**config.mk**
```make
export PLATFORM = sky130hd
export DESIGN_NAME = tcs_edge
export DESIGN_NICKNAME = d
export VERILOG_FILES = /design/src/design/triangle_column_span_defines.svh /design/src/design/tcs_pkg.sv /design/src/design/tcs_edge.sv
export SDC_FILE = /design/constraint.sdc
export NUM_CORES = 2
export LEC_CHECK = 0
export CAP_MARGIN = 10
export CORE_MARGIN = 1
export CORE_UTILIZATION = 40
export DETAILED_ROUTE_END_ITERATION = 7
export DONT_BUFFER_PORTS = 1
export HOLD_SLACK_MARGIN = 0.05
export PLACE_DENSITY = 0.51
export SKIP_LAST_GASP = 1
export SLEW_MARGIN = 0
export SYNTH_ARGS = -nofsm -noshare
export SYNTH_HDL_FRONTEND = slang
export SYNTH_SLANG_ARGS = --single-unit
```
**constraint.sdc**
```tcl
create_clock -name clk_i -period 17.95 [get_ports clk_i]
set_clock_uncertainty 0.2 [all_clocks]
set_input_delay 2.6925 -clock clk_i [delete_from_list [all_inputs] [get_ports clk_i]]
set_output_delay 2.6925 -clock clk_i [all_outputs]
set_load 0.005 [all_outputs]
```
**src/design/triangle_column_span_defines.svh**
```systemverilog
// Assertion helpers used by the file that checks this block.
`ifndef TRIANGLE_COLUMN_SPAN_DEFINES_SVH
`define TRIANGLE_COLUMN_SPAN_DEFINES_SVH

// The consequent must hold in the same cycle as the antecedent.
`define TCS_ASSERT_NOW(lbl, ante, cons, msg) \
  lbl: assert property (@(posedge clk_i) disable iff (!rst_ni) (ante) |-> (cons)) \
    else $error(msg);

// The consequent must hold in the cycle after the antecedent.
`define TCS_ASSERT_NEXT(lbl, ante, cons, msg) \
  lbl: assert property (@(posedge clk_i) disable iff (!rst_ni) (ante) |=> (cons)) \
    else $error(msg);

`endif

```
**src/design/tcs_pkg.sv**
```systemverilog
package tcs_pkg;

  // Vertex coordinate width and the width of an edge's x extent.
  localparam int VTX_W = 16;
  localparam int DEN_W = VTX_W + 1;
  localparam int COLOR_W = 24;

  // Configuration register indexes.
  localparam int CFG_IDX_W = 3;
  localparam logic [CFG_IDX_W-1:0] REG_VERTEX_A_X = 3'd0;
  localparam logic [CFG_IDX_W-1:0] REG_VERTEX_A_Y = 3'd1;
  localparam logic [CFG_IDX_W-1:0] REG_VERTEX_B_X = 3'd2;
  localparam logic [CFG_IDX_W-1:0] REG_VERTEX_B_Y = 3'd3;
  localparam logic [CFG_IDX_W-1:0] REG_VERTEX_C_X = 3'd4;
  localparam logic [CFG_IDX_W-1:0] REG_VERTEX_C_Y = 3'd5;
  localparam logic [CFG_IDX_W-1:0] REG_FILL_COLOR = 3'd6;

  // Endpoints of one triangle edge, in vertex units.
  typedef struct packed {
    logic signed [VTX_W-1:0] x0;
    logic signed [VTX_W-1:0] y0;
    logic signed [VTX_W-1:0] x1;
    logic signed [VTX_W-1:0] y1;
  } edge_t;

endpackage

```
**src/design/tcs_edge.sv**
```systemverilog
module tcs_edge #(
  parameter int CW = 17,
  parameter int K = 16,
  parameter int WW = 38,
  parameter bit LOWER = 1'b0
) (
  input  logic                             clk_i,
  input  logic [3:0]                       en_i,
  input  tcs_pkg::edge_t                   edge_i,
  input  logic signed [CW-1:0]             xs_i,
  output logic signed [WW-1:0]             num_o,
  output logic [tcs_pkg::DEN_W-1:0]        den_o,
  output logic                             ok_o
);
  import tcs_pkg::*;

  localparam int DW = VTX_W + 1;
  localparam int P0W = VTX_W + DW;
  localparam int P1W = DW + CW;
  localparam int NW = P1W + 1;

  logic signed [DW-1:0]    d1_q, dy1_q;
  logic signed [CW-1:0]    dx1_q;
  logic signed [VTX_W-1:0] y01_q;
  logic                    ok1_q;

  logic signed [P0W-1:0]   p0_q;
  logic signed [P1W-1:0]   p1_q;
  logic [DEN_W-1:0]        den2_q, den3_q;
  logic                    neg2_q, neg3_q, ok2_q, ok3_q;

  logic signed [NW-1:0]    n3_q;
  logic signed [WW-1:0]    xw, nw;

  // Differences of the endpoints and of the column from the first endpoint.
  always_ff @(posedge clk_i) begin
    if (en_i[0]) begin
      d1_q  <= DW'(edge_i.x1) - DW'(edge_i.x0);
      dy1_q <= DW'(edge_i.y1) - DW'(edge_i.y0);
      dx1_q <= xs_i - CW'(edge_i.x0);
      y01_q <= edge_i.y0;
      ok1_q <= edge_i.x1 != edge_i.x0;
    end
  end

  // Products of the line equation; the extent is made positive.
  always_ff @(posedge clk_i) begin
    if (en_i[1]) begin
      p0_q   <= y01_q * d1_q;
      p1_q   <= dy1_q * dx1_q;
      den2_q <= d1_q[DW-1] ? DEN_W'(-d1_q) : DEN_W'(d1_q);
      neg2_q <= d1_q[DW-1] ^ LOWER;
      ok2_q  <= ok1_q;
    end
  end

  always_ff @(posedge clk_i) begin
    if (en_i[2]) begin
      n3_q   <= NW'(p0_q) + NW'(p1_q);
      den3_q <= den2_q;
      neg3_q <= neg2_q;
      ok3_q  <= ok2_q;
    end
  end

  // The numerator is offset by den * 2^K so that the quotient is unsigned.
  assign xw = $signed(WW'(den3_q)) <<< K;
  assign nw = WW'(n3_q);

  always_ff @(posedge clk_i) begin
    if (en_i[3]) begin
      num_o <= neg3_q ? (xw - nw) : (xw + nw);
      den_o <= den3_q;
      ok_o  <= ok3_q;
    end
  end

endmodule

```
# == After elaboration in Yosys (flattened, before gate mapping) ==
# Index checks and enable logic that the tools add are counted.
# word_totals
output_inout_bits,56
memories,0
latch_bits,0
ramBits,0
word_cells,30
mem_bits_ro,0
ff_bits,264
# classes
n_lt_le_gt_ge,0
n_div,0
n_reduce_logical,0
bitwise,0
muxes,2
add_sub_neg,7
n_shift,0
eq_ne,1
multipliers,2
# op_table
op,n
38-bit two-way mux,1
34-bit by 35-bit adder with 36-bit output,1
34-bit by 35-bit subtractor with 36-bit output,1
33-bit by 34-bit adder with 35-bit output,1
17-bit by 17-bit multiplier with 34-bit output,1
16-bit by 16-bit subtractor with 17-bit output,2
16-bit by 17-bit multiplier with 33-bit output,1
17-bit negator,1
17-bit by 16-bit subtractor with 17-bit output,1
16-bit two-way mux,1
16-bit != test,1

# == Longest topological paths before layout ==
# logic_depth
ltp_word,2
depth_mapped,25

# == Worst setup path after synthesis ==
# Ideal clock, no wire load.
# synth_path
kind,reg-to-reg
start,register dx1_q[8]
end,"register p1_q[32], data pin"
period_less_slack_ns,6.560
setup_time_ns,0.258
path_buffers,2
t_required_ns,17.492
setup_slack_ns,11.390
path_stages_with_launch,23
arrival_time_ns,6.102
path_cell_list,edfxtp_1 -> clkbuf_1 -> clkbuf_1 -> nand2_1 -> fa_1 -> inv_1 -> fa_1 -> fa_1 -> fa_1 -> fa_1 -> inv_1 -> fa_1 -> inv_1 -> ha_1 -> and3_1 -> and4_1 -> o211ai_1 -> o211ai_1 -> o311a_1 -> a311o_1 -> a211o_1 -> a21oi_1 -> xnor2_1
# synth_between
elab_chain_len,1
# synth_rtl
element,line,rtl
from (decl),tcs_edge.sv:23,logic signed [CW-1:0] dx1_q;
from (signal assigned),tcs_edge.sv:40,dx1_q <= xs_i - CW'(edge_i.x0);
17-bit by 17-bit multiplier with 34-bit output,tcs_edge.sv:50,p1_q <= dy1_q * dx1_q;
to (signal assigned),tcs_edge.sv:50,
to (decl),tcs_edge.sv:28,logic signed [P1W-1:0] p1_q;
# No other way between the ends.
# A chain may end at the register's enable or synchronous reset.

# == Worst setup path in the final report ==
# layout_path
start,register dx1_q[2]
end,"register p1_q[32], data pin"
# Same word-level chain as after synthesis.

==> key figures <==
Status
  • Status: finished, final reports clean

Routing
  • Drt pass-1 iters: 5
  • Total routed wirelength: just under 90,000 um
  • Vias per cell: 4.93
  • DR DRC count: 0
  • WL per Instance: 19.1 um
  • Initial drt markers: 1,233
  • ANT nets after route: 0
  • Via Count: 22,600

Worst setup path
  • Critical Path RT: 18.09 ns
  • Reg2Reg Setup Slack: 10.77 ns
  • Worst path slowest cell: edfxtp_1
  • Reg2reg start: dx1_q[2]$_DFFE_PP_
  • Crit Path Class: flip-flop to flip-flop
  • CP startpoint kind: flip-flop
  • Worst path buffer plus inverter count: 3
  • Crit path max fanout: 17
  • R2R cell count: 20
  • Delay of the slowest critical-path stage: 0.80 ns
  • Worst r2r dst: p1_q[32]$_DFFE_PP_
  • Critical path, cell by cell: nand2_1 -> fa_1 -> fa_1 -> fa_1 -> inv_1 -> fa_1 -> fa_1 -> inv_1 -> fa_1 -> inv_1 -> ha_1 -> and3_1 -> and4_1 -> o211ai_1 -> o211ai_1 -> o311a_1 -> a311o_1 -> a211o_1 -> a21oi_1 -> xnor2_1
  • Crit. End Element: flip-flop
  • Critical path's top delay family: adder cells
  • Crit path DAT: around 7.3 ns
  • Cell mode on critical path: fa_1

Global routing
  • GRT busiest layer: met2
  • Grt ovf: 0
  • GR Util met3: 3.36%
  • Initial antenna violation count: 2
  • Vias in the first global route: 23,500
  • Largest net degree at the start of global routing: 87
  • Met2 Use GR: 30.9%
  • First-pass GRT wire length: 138,000 um
  • Tot GR Track Use: between 20 and 25%
  • Met1 GRT Util: 29.9%

Synthesis
  • Simple-Gate Fraction of Synth Area: 13.3%
  • Most numerous cell in the Yosys netlist: inv_1
  • Top cells by area, synth: fa_1 33%, edfxtp_1 22%, ha_1 10%
  • Synth Area in XOR/XNOR: 4.46%
  • Post-Syn Instances: 3,459
  • Async set or reset register ratio after synthesis: 0%
  • Synth Flop Type: edfxtp_1
  • Post-synth EDFFs: 262
  • Post-synth top area share: 33.0%
  • Sequential share of the synthesized area: 22.5%
  • Most instantiated cells after synthesis: 709 x inv_1, 577 x fa_1, 334 x nand2_1
  • Mapped cell area: 35,000 sq um
  • Largest area contributor in the netlist: fa_1
  • Adder-cell area share of the yosys netlist: 43.3%
  • Seq cells post-synth: ~260
  • Mux cell area share after synthesis: less than 1%
  • Largest family of logic cells by synthesized area: adder cells
  • Compound-cell area share of the yosys netlist: 7.67%
  • Syn avg cell area: approximately 10 sq um
  • Yosys warns: 0
  • Post-Syn Nets: between 4,000 and 5,000
  • Synth cell types: 73

STA
  • Setup violators final: 0
  • Fmax: 139 MHz
  • Clock period minus final worst setup slack: approximately 7.2 ns
  • Worst-margin pin slew: between 1 and 1.5 ns
  • Hold slack: between 0.2 and 0.25 ns
  • Max_slew headroom: 29.4%
  • Final slew viol count: 0
  • Setup TNS: 0 ns
  • Final period util: 40.0%
  • Hold Fails Final Rpt: 0
  • RSZ-0062 raised after global routing: no

Final layout
  • N_diodes: 0
  • Fin nets: 4,349
  • Synthesis-to-finish area growth: 5.90%
  • Finished Layout Cells: 4,577
  • Share of cells above drive strength 1: under 10%

CTS
  • Clock Latency Late Sink: approximately 0.61 ns
  • Clock Sinks: 262
  • Clk slew on worst S/H paths: roughly 0.070 ns
  • TritonCTS Buffers: 30
  • Clock Path Buffers: 3
  • Post-CTS setup buffer count: 0
  • Root Buffer Master: clkbuf_16
  • Post-CTS Resized: 0
  • CTS hold repair buffers: 0
  • CTS tree: built
  • CTS H-Tree Depth: 1

Floorplan
  • Die ar.: 88,600 sq um
  • Cell row count: ~110
  • Ports: 142
  • Initial Utilization: 40.3%
  • Core Area: between 80,000 and 90,000 sq um
  • Die Span Y: a little under 300 um
  • Die width: 298 um

Min path
  • Hold Path Class: flip-flop to flip-flop
  • Hold Path End: den3_q[0]$_DFFE_PP_
  • Hold_sp: den2_q[0]$_DFFE_PP_
  • Worst Hold Depth: 0

Placement
  • Dpl cells: about 4,500
  • PortBufs: 0
  • Gpl congestion: 0.871
  • Post-DP HPWL: 71,900 um

Job
  • Max-cap violation count: 0
[worst reg2reg max path: cells and delay by family, from the launching register on]
| family | cells | cell delay (ns) |
|---|---|---|
| buf+inv | 3 | 0.17 |
| xor+xnor | 1 | 0.08 |
| compound gates | 6 | 1.55 |
| flops | 1 | 0.80 |
| simple gates | 3 | 0.62 |
| fa+ha+maj | 7 | 3.51 |
[flip-flops by register name, summed over array words and instances (netlist names)]
| name | count |
|---|---|
| p0_q | 33 |
| ok3_q | 1 |
| dx1_q | 17 |
| d1_q | 17 |
| dy1_q | 17 |
| ok2_q | 1 |
| den_o | 17 |
| num_o | 36 |
| ok1_q | 1 |
| y01_q | 16 |
| den2_q | 17 |
| n3_q | 35 |
| p1_q | 34 |
| neg3_q | 1 |
| den3_q | 17 |
| ok_o | 1 |
| neg2_q | 1 |
[metrics by stage]
| step | area, sq um | utilization [%] | worst slack [ns] |
|---|---|---|---|
| global placement | 36100 | 41.6 | 10.83 |
| floorplan | 35000 | - | 11.39 |
| detailed placement | 36100 | 41.6 | 10.78 |
| global route | 37000 | 42.7 | 10.48 |
| finish | 37000 | 42.7 | 10.77 |
| CTS | 37000 | 42.7 | 10.76 |
[worst max path at each step]
stage	slack (ns)	depth (start not counted)	startpoint	end
final	10.77	20	dx1_q[2]$_DFFE_PP_	p1_q[32]$_DFFE_PP_
after global routing	10.48	18	y01_q[1]$_DFFE_PP_	p0_q[30]$_DFFE_PP_
after CTS	10.76	20	dx1_q[2]$_DFFE_PP_	p1_q[32]$_DFFE_PP_
after detailed placement	10.78	20	dx1_q[2]$_DFFE_PP_	p1_q[32]$_DFFE_PP_
after global placement	10.83	20	dx1_q[2]$_DFFE_PP_	p1_q[32]$_DFFE_PP_
after floorplan	11.39	22	dx1_q[8]$_DFFE_PP_	p1_q[32]$_DFFE_PP_
[area by class of cell]
cell class                 count  area, sq um
fill                        8526        49700
timing repair buffer           7         52.6
multi-input combinational   2388        24100
inverter                     710         2670
sequential                   262         7870
clock inverter                21          181
clock buffer                  34          766
tap                         1155         1450
[cells by family (layout without fill, tap and decap cells)]
family | after synthesis | count (layout)
AOI/OAI and AO/OA | 413 | 413
adders and majority gates | 864 | 864
DFF | 262 | 262
buffers and inverters | 809 | 772
and+or+nand+nor | 930 | 930
xor gates and xnor gates | 178 | 178
muxes | 3 | 3
[layer usage]
layer  vias up  part of all wire, %
li1      10800                    -
met4         2                  1.7
met5         -                0.015
met3        68                  5.6
met2       471                   43
met1     11200                   49
[layout by cell type (no fill, tap or decap), types with 30 or more instances in the layout]
cell / synthesis / final
nor3_1: 34 / 34
a21oi_1: 126 / 126
clkbuf_16: 0 / 30
o21ai_0: 78 / 78
xnor2_1: 140 / 140
edfxtp_1: 262 / 262
ha_1: 287 / 287
and2_1: 283 / 283
nand2_1: 334 / 334
fa_1: 577 / 577
inv_1: 709 / 709
xor2_1: 38 / 38
a21o_1: 52 / 52
nor2_1: 119 / 119
Power is not shown: default switching activity piles up to over one toggle a cycle in this logic, so the estimate is an artifact.
