==> src/design/triangle_column_span_defines.svh <==
// Assertion helpers used by the file that checks this block.
`ifndef TRIANGLE_COLUMN_SPAN_DEFINES_SVH
`define TRIANGLE_COLUMN_SPAN_DEFINES_SVH

// The consequent must hold in the same cycle as the antecedent.
`define TCS_ASSERT_NOW(lbl, ante, cons, msg) \
  lbl: assert property (@(posedge clk_i) disable iff (!rst_ni) (ante) |-> (cons)) \
    else $error(msg);

// The consequent must hold in the cycle after the antecedent.
`define TCS_ASSERT_NEXT(lbl, ante, cons, msg) \
  lbl: assert property (@(posedge clk_i) disable iff (!rst_ni) (ante) |=> (cons)) \
    else $error(msg);

`endif

==> src/design/tcs_pkg.sv <==
package tcs_pkg;

  // Vertex coordinate width and the width of an edge's x extent.
  localparam int VTX_W = 16;
  localparam int DEN_W = VTX_W + 1;
  localparam int COLOR_W = 24;

  // Configuration register indexes.
  localparam int CFG_IDX_W = 3;
  localparam logic [CFG_IDX_W-1:0] REG_VERTEX_A_X = 3'd0;
  localparam logic [CFG_IDX_W-1:0] REG_VERTEX_A_Y = 3'd1;
  localparam logic [CFG_IDX_W-1:0] REG_VERTEX_B_X = 3'd2;
  localparam logic [CFG_IDX_W-1:0] REG_VERTEX_B_Y = 3'd3;
  localparam logic [CFG_IDX_W-1:0] REG_VERTEX_C_X = 3'd4;
  localparam logic [CFG_IDX_W-1:0] REG_VERTEX_C_Y = 3'd5;
  localparam logic [CFG_IDX_W-1:0] REG_FILL_COLOR = 3'd6;

  // Endpoints of one triangle edge, in vertex units.
  typedef struct packed {
    logic signed [VTX_W-1:0] x0;
    logic signed [VTX_W-1:0] y0;
    logic signed [VTX_W-1:0] x1;
    logic signed [VTX_W-1:0] y1;
  } edge_t;

endpackage

==> src/design/tcs_div.sv <==
module tcs_div #(
  parameter int K = 16,
  parameter int WW = 38
) (
  input  logic                        clk_i,
  input  logic [K+1:0]                en_i,
  input  logic signed [WW-1:0]        num_i,
  input  logic [tcs_pkg::DEN_W-1:0]   den_i,
  output logic [K:0]                  quo_o
);
  import tcs_pkg::*;

  localparam int QW = K + 1;
  localparam int RW = K + DEN_W + 1;

  logic [RW-1:0]    r_q   [QW-1:0];
  logic [DEN_W-1:0] d_q   [QW-1:0];
  logic [QW-1:0]    q_q   [QW:0];
  logic             lo_q  [QW:0];
  logic             hi_q  [QW:0];
  logic signed [WW-1:0] lim;

  // Quotients outside the K+1 bit window clamp to its ends.
  assign lim = $signed(WW'(den_i)) <<< QW;

  always_ff @(posedge clk_i) begin
    if (en_i[0]) begin
      r_q[0]  <= num_i[RW-1:0];
      d_q[0]  <= den_i;
      q_q[0]  <= '0;
      lo_q[0] <= num_i[WW-1];
      hi_q[0] <= !num_i[WW-1] && (num_i >= lim);
    end
  end

  // One restoring step per stage, most significant quotient bit first.
  for (genvar j = 1; j <= QW; j++) begin : g_step
    localparam int B = QW - j;
    logic [RW-1:0] sub;
    logic          take;

    assign sub  = RW'(d_q[j-1]) << B;
    assign take = r_q[j-1] >= sub;

    always_ff @(posedge clk_i) begin
      if (en_i[j]) begin
        q_q[j]  <= {q_q[j-1][QW-2:0], take};
        lo_q[j] <= lo_q[j-1];
        hi_q[j] <= hi_q[j-1];
      end
    end

    if (j < QW) begin : g_rem
      always_ff @(posedge clk_i) begin
        if (en_i[j]) begin
          r_q[j] <= take ? (r_q[j-1] - sub) : r_q[j-1];
          d_q[j] <= d_q[j-1];
        end
      end
    end
  end

  assign quo_o = lo_q[QW] ? '0 : (hi_q[QW] ? '1 : q_q[QW]);

endmodule

==> config.mk <==
export PLATFORM = sky130hd
export DESIGN_NAME = tcs_div
export DESIGN_NICKNAME = d
export VERILOG_FILES = /design/src/design/triangle_column_span_defines.svh /design/src/design/tcs_pkg.sv /design/src/design/tcs_div.sv
export SDC_FILE = /design/constraint.sdc
export NUM_CORES = 2
export LEC_CHECK = 0
export BUFFER_PORTS_ARGS = -buffer_cell sky130_fd_sc_hd__buf_2
export CAP_MARGIN = 10
export CORE_AREA = 2 2 413 292
export CTS_BUF_LIST = sky130_fd_sc_hd__clkbuf_4 sky130_fd_sc_hd__clkbuf_8
export DETAILED_ROUTE_END_ITERATION = 7
export DIE_AREA = 0 0 415 294
export PLACE_DENSITY = 0.67
export SLEW_MARGIN = 30
export SYNTH_ARGS = -nofsm -noshare
export SYNTH_HDL_FRONTEND = slang
export SYNTH_SLANG_ARGS = --single-unit
==> constraint.sdc <==
create_clock -name clk_i -period 4.3 [get_ports clk_i]
set_clock_uncertainty 0.2 [all_clocks]
set_input_delay 0.215 -clock clk_i [delete_from_list [all_inputs] [get_ports clk_i]]
set_output_delay 0.215 -clock clk_i [all_outputs]
set_load 0.05 [all_outputs]
### Word-level counts from Yosys, hierarchy flattened

Memory sizes are Yosys's and may differ from the RTL's.
Cells that the tools add are included.

| storage, ports and cells | value |
|---|---|
| flip-flop bits (word level) | 0 |
| bits in latches | 0 |
| bits in writable memories | 1209 |
| ROM bits | 0 |
| logic and storage cells | 95 |
| memories | 5 |

Memory list:

| memory | depth | width | read ports | clocked after memory_dff | wr ports | RTL line | text |
|---|---|---|---|---|---|---|---|
| r_q | 17 | 34 | 17 | 0 | 17 | tcs_div.sv:16 | `logic [RW-1:0] r_q [QW-1:0];` |
| q_q | 18 | 17 | 18 | 0 | 18 | tcs_div.sv:18 | `logic [QW-1:0] q_q [QW:0];` |
| d_q | 17 | 17 | 17 | 0 | 17 | tcs_div.sv:17 | `logic [DEN_W-1:0] d_q [QW-1:0];` |
| hi_q | 18 | 1 | 18 | 0 | 18 | tcs_div.sv:20 | `logic hi_q [QW:0];` |
| lo_q | 18 | 1 | 18 | 0 | 18 | tcs_div.sv:19 | `logic lo_q [QW:0];` |

| operators by class | value |
|---|---|
| add/sub/neg operators | 16 |
| multiply operators | 0 |
| div/mod/pow operators | 0 |
| magnitude comparators | 18 |
| eq/ne operators | 0 |
| shifts and indexed selects | 0 |
| multiplexer cells | 54 |
| bitwise gates (word level) | 0 |
| reductions and logical operators | 2 |

Operators by type and width:

| operator | count |
|---|---|
| $mux 34 | 16 |
| $ge 38x35->1 | 1 |
| $mux 1 | 36 |
| $ge 34x17->1 | 1 |
| $ge 34x18->1 | 1 |
| $ge 34x19->1 | 1 |
| $ge 34x20->1 | 1 |
| $ge 34x21->1 | 1 |
| $ge 34x22->1 | 1 |
| $ge 34x23->1 | 1 |
| $ge 34x24->1 | 1 |
| $ge 34x25->1 | 1 |
| $ge 34x26->1 | 1 |
| $ge 34x27->1 | 1 |
| $ge 34x28->1 | 1 |
| $ge 34x29->1 | 1 |
| $ge 34x30->1 | 1 |
| $ge 34x31->1 | 1 |
| $ge 34x32->1 | 1 |
| $ge 34x33->1 | 1 |
| $mux 17 | 2 |
| $sub 34x18->34 | 1 |
| $sub 34x19->34 | 1 |
| $sub 34x20->34 | 1 |
| 15 further kinds | 15 |

### Longest topological paths before layout

An unclocked memory read counts as a cell.

| depth | value |
|---|---|
| depth after elaboration | 3 |
| gate-level depth with buffers | 14 |
| depth with buffers taken out | 13 |

### Worst setup path before layout

OpenSTA, ideal clock, no wires.

| timing | value |
|---|---|
| kind | register -> register |
| start point | memory r_q[1][206] (netlist name) |
| end point | memory r_q[1][266] (netlist name), data pin |
| library setup time | 258 ps |
| arrival time | 3090 ps |
| data required time | 3842 ps |
| slack | 752 ps |
| cell stages (with the launch flop) | 13 |
| period minus slack after synthesis | 3548 ps |
| path through | edfxtp_1 > inv_1 > ha_1 > inv_1 > fa_1 > a21o_1 > a21oi_1 > o221ai_1 > a221oi_1 > o21ai_0 > nand2b_1 > or4_1 > xnor2_1 |

RTL lines:

| element | RTL line |
|---|---|
| start, declared | tcs_div.sv:16 |

==> results.rst <==
.. list-table::
   :header-rows: 1

   * - Metric
     - Value
   * - First-pass detailed-route iteration total
     - 7
   * - Clock tree from TritonCTS
     - built
   * - Setup repair after global routing missed its margin
     - no
   * - Vias after detailed routing
     - 34.62k
   * - Area growth, synth to finish
     - 13.52%
   * - Synth warn
     - 0
   * - Overflow after GRT
     - 0
   * - Clock insertion delay at the later pin of the skew report
     - 0.89 ns
   * - Routed length per placed instance
     - 19.38 µm
   * - Number of instances in the synthesized netlist
     - 4288
   * - Row Count
     - 106
   * - Count of buffers from port buffering
     - 90
   * - Status
     - complete, no violations
   * - Post-synthesis cell area
     - 52840 µm²
   * - Critical path capture point type
     - flip-flop
   * - Crit start category
     - flip-flop
   * - Commonest register cell after synthesis
     - sky130_fd_sc_hd__edfxtp_1
   * - Area of combinational cells with multiple inputs
     - 19390 µm²
   * - Vias in the first global route
     - 32.91k
   * - Final cell count without fillers
     - 6343
   * - Layout Nets
     - 5048
   * - Area share of the largest cell type after synthesis
     - 60.01%
   * - Crit path time final
     - 3.915 ns
   * - Drt initial violations
     - 3756
   * - Required time at the endpoint of the critical path
     - 4.71 ns
   * - Worst-case setup margin in the final layout
     - 0.3852 ns
   * - Effective utilization at floorplan
     - 44.66%
   * - Area enclosed by the die boundary
     - 122000 µm²
   * - Overall power of the completed layout
     - 35.99 mW
   * - Post-DP HPWL
     - 90910 µm
   * - Synth async-reset ratio
     - 0%
   * - Count of flip-flops with a built-in enable after synthesis
     - 1056
   * - # resized after CTS
     - 0
   * - Number of post-CTS setup repair buffers
     - 0
   * - Fill cell total of the finished layout
     - 10.12k
   * - Number of clock buffers inserted by TritonCTS
     - 162
   * - Slew margin rel.
     - 31.87%
   * - Flip-flop and latch count after synthesis
     - 1056
   * - Clock Sink Count
     - 1056
   * - Tot GR Track Use
     - 20.22%
   * - Wirelength, routed
     - 122900 µm
   * - Number of antenna violations at the first check in global routing
     - 2
   * - Worst setup slack after placement
     - 0.5350 ns
   * - Proportion of synthesized chip area in sequential cells
     - 60.01%
   * - Top cells by area in the synthesized netlist
     - sky130_fd_sc_hd__edfxtp_1 60%, sky130_fd_sc_hd__ha_1 7.2%, sky130_fd_sc_hd__inv_1 2.8%
   * - Yosys top cell by area
     - sky130_fd_sc_hd__edfxtp_1
   * - Die Y-Extent
     - 294 µm
   * - Slew of the pin with the lowest slew margin
     - 1.016 ns
   * - Clock-pin slew on the worst setup and hold paths
     - 0.06 ns
   * - X dimension of the die
     - 415 µm
   * - Worst ir drop on vdd
     - 0.0002441 V
   * - Number of nets produced by synthesis
     - 4684
   * - Kind of path behind the tightest hold check
     - in2reg
   * - Area of the core
     - 118300 µm²
   * - Root Buffer Master
     - sky130_fd_sc_hd__clkbuf_8
   * - Min-Delay Startpoint
     - en_i[17]
   * - Vias per inst
     - 5.458
   * - Final setup viols
     - 0
   * - H-tree Lvls
     - 4
   * - Count of maximum capacitance violations
     - 0
   * - Placer congestion estimate
     - 0.9345
   * - Startpoint of the worst-slack reg-to-reg timing path
     - d_q[0][102]$_DFFE_PP_
   * - Register area
     - 31710 µm²
   * - Highest clock rate
     - 255.4 MHz
   * - Pleak
     - 22.97 nW
   * - Number of unique standard cell types used by synthesis
     - 83
   * - Number of primary I/O pins
     - 91
   * - CTS Buffer Depth
     - 3
   * - Placed Instances
     - 5932
   * - Residual DRC
     - 0
   * - Setup Total Neg Slack
     - 0 ns
   * - Hold Vio Cnt, Final
     - 0
   * - Placed instance area
     - 55470 µm²
   * - Pin count of the biggest net entering global routing
     - 65
   * - Crit share post-route
     - 91.04%
   * - Number of antenna-violating nets in the routed design
     - 0
   * - Final count of pins violating max slew
     - 0
   * - First-pass GRT wire length
     - 191000 µm
   * - Power density of the placed cells
     - 600.1 nW/µm²
   * - Final design area excluding fillers
     - 59980 µm²
   * - Arrival time of data at the critical path endpoint
     - 4.32 ns
   * - Critical path type
     - reg2reg
   * - Per-instance average area after synthesis
     - 12.32 µm²
   * - Worst setup path startpoint
     - d_q[0][102]$_DFFE_PP_
   * - Hold-fix buffers at CTS
     - 122
   * - Fraction of layout cells with a size suffix above 1
     - 10.93%
   * - Biggest fanout along the worst timing path
     - 28
worst paths after layout:
check                           slack [ns]                     to  cells past startpoint
worst min register to register        0.19   q_q[12][4]$_DFFE_PP_                      0
worst max-delay path                  0.39  r_q[0][255]$_DFFE_PP_                     10
worst max register to register        0.39  r_q[0][255]$_DFFE_PP_                     10
worst min-delay path                  0.15     hi_q[17]$_DFFE_PP_                      2
cell usage after synthesis, types with 54 or more instances:
master / n
sky130_fd_sc_hd__nand2b_1: 54
sky130_fd_sc_hd__a21o_1: 104
sky130_fd_sc_hd__mux2_2: 70
sky130_fd_sc_hd__nor3_1: 96
sky130_fd_sc_hd__nor2_1: 266
sky130_fd_sc_hd__nand2_1: 277
sky130_fd_sc_hd__ha_1: 306
sky130_fd_sc_hd__xnor2_1: 162
sky130_fd_sc_hd__nand3_1: 54
sky130_fd_sc_hd__nor4_1: 70
sky130_fd_sc_hd__xor2_1: 158
sky130_fd_sc_hd__a21oi_1: 253
sky130_fd_sc_hd__edfxtp_1: 1056
sky130_fd_sc_hd__inv_1: 399
sky130_fd_sc_hd__o21ai_0: 270
sky130_fd_sc_hd__o21a_1: 55
power breakdown:
group	leakage [nW]	switching, mW	internal (mW)
Sequential	10.2	1.57	14.1
Clock	1.71	4.06	4.47
Combinational	11.1	6.77	5.06
Total	23.0	12.4	23.6
sequential cells by signal, indices dropped and copies added (netlist names):
name	count
hi_q	18
lo_q	18
q_q	153
d_q	289
r_q	578
worst max-delay path, cell delays in order (launching register included):
cell and delay [ns]:
sky130_fd_sc_hd__edfxtp_1 0.39, sky130_fd_sc_hd__ha_1 0.24, sky130_fd_sc_hd__fa_1 0.41, sky130_fd_sc_hd__nor2b_1 0.23, sky130_fd_sc_hd__o211ai_1 0.16, sky130_fd_sc_hd__a21o_1 0.25
sky130_fd_sc_hd__o21ai_0 0.37, sky130_fd_sc_hd__a221oi_1 0.22, sky130_fd_sc_hd__a21o_1 0.32, sky130_fd_sc_hd__inv_2 0.44, sky130_fd_sc_hd__mux2_2 0.39
cell type report:
cell class	instances	share of cell area, %
flip-flops and latches	1056	52.87
multi-input cells	2765	32.33
clock buffers	200	4.193
repair buffers	266	3.555
well taps	1566	3.267
inverters	401	2.509
clock inverters	88	1.270
diodes	1	0.004172
cells by family (layout without fill, tap and decap cells):
| kind of cell | count (synthesis) | count (layout) | share of synthesized area, % |
|---|---|---|---|
| multiplexers | 77 | 77 | 1.624 |
| adder cells (fa/ha/maj) | 322 | 322 | 7.852 |
| AND/OR/NAND/NOR | 1114 | 1114 | 10.82 |
| XOR/XNOR | 320 | 320 | 5.304 |
| flip-flops | 1056 | 1056 | 60.01 |
| AO/OA/AOI/OAI | 932 | 932 | 11.01 |
| buffers and inverters | 467 | 955 | 3.370 |
| other | 0 | 1 | 0 |
per-layer routing:
metal  routed length [µm]  vias up  track usage [%]
met2                46310     1260            26.05
li1                     -    16700                -
met4                 2072        0            5.706
met5                    0        -                0
met1                62710    16530            32.15
met3                11810      135            5.954
through the flow:
| step | hold slack [ns] | util (%) |
|---|---|---|
| floorplan | 0.1139 | - |
| global placement | 0.2014 | 46.88 |
| detailed placement | 0.2045 | 46.88 |
| CTS | 0.04181 | 50.69 |
| global route | 0.1134 | 50.70 |
| finish | 0.1462 | 50.70 |
placed cells by master (no fill, tap or decap), types with 18 or more instances in the layout:
cell type,n
sky130_fd_sc_hd__a211oi_1,19
sky130_fd_sc_hd__a21o_1,104
sky130_fd_sc_hd__a21oi_1,253
sky130_fd_sc_hd__a31oi_1,33
sky130_fd_sc_hd__and3_1,21
sky130_fd_sc_hd__buf_2,88
sky130_fd_sc_hd__buf_4,52
sky130_fd_sc_hd__clkbuf_4,38
sky130_fd_sc_hd__clkbuf_8,162
sky130_fd_sc_hd__clkinv_1,39
sky130_fd_sc_hd__clkinv_2,23
sky130_fd_sc_hd__dlygate4sd3_1,122
sky130_fd_sc_hd__edfxtp_1,1056
sky130_fd_sc_hd__ha_1,306
sky130_fd_sc_hd__inv_1,399
sky130_fd_sc_hd__mux2_2,70
sky130_fd_sc_hd__nand2_1,277
sky130_fd_sc_hd__nand2b_1,54
sky130_fd_sc_hd__nand3_1,54
sky130_fd_sc_hd__nand4_1,43
sky130_fd_sc_hd__nand4b_1,20
sky130_fd_sc_hd__nor2_1,264
sky130_fd_sc_hd__nor2b_1,44
sky130_fd_sc_hd__nor3_1,96
sky130_fd_sc_hd__nor4_1,68
sky130_fd_sc_hd__nor4b_1,18
sky130_fd_sc_hd__o211ai_1,20
sky130_fd_sc_hd__o21a_1,55
sky130_fd_sc_hd__o21ai_0,269
sky130_fd_sc_hd__o21bai_1,27
sky130_fd_sc_hd__o31ai_1,28
sky130_fd_sc_hd__or2_2,26
sky130_fd_sc_hd__or3_1,27
sky130_fd_sc_hd__or4_1,24
sky130_fd_sc_hd__xnor2_1,162
sky130_fd_sc_hd__xor2_1,158
Power figures use the tool's default switching activity.
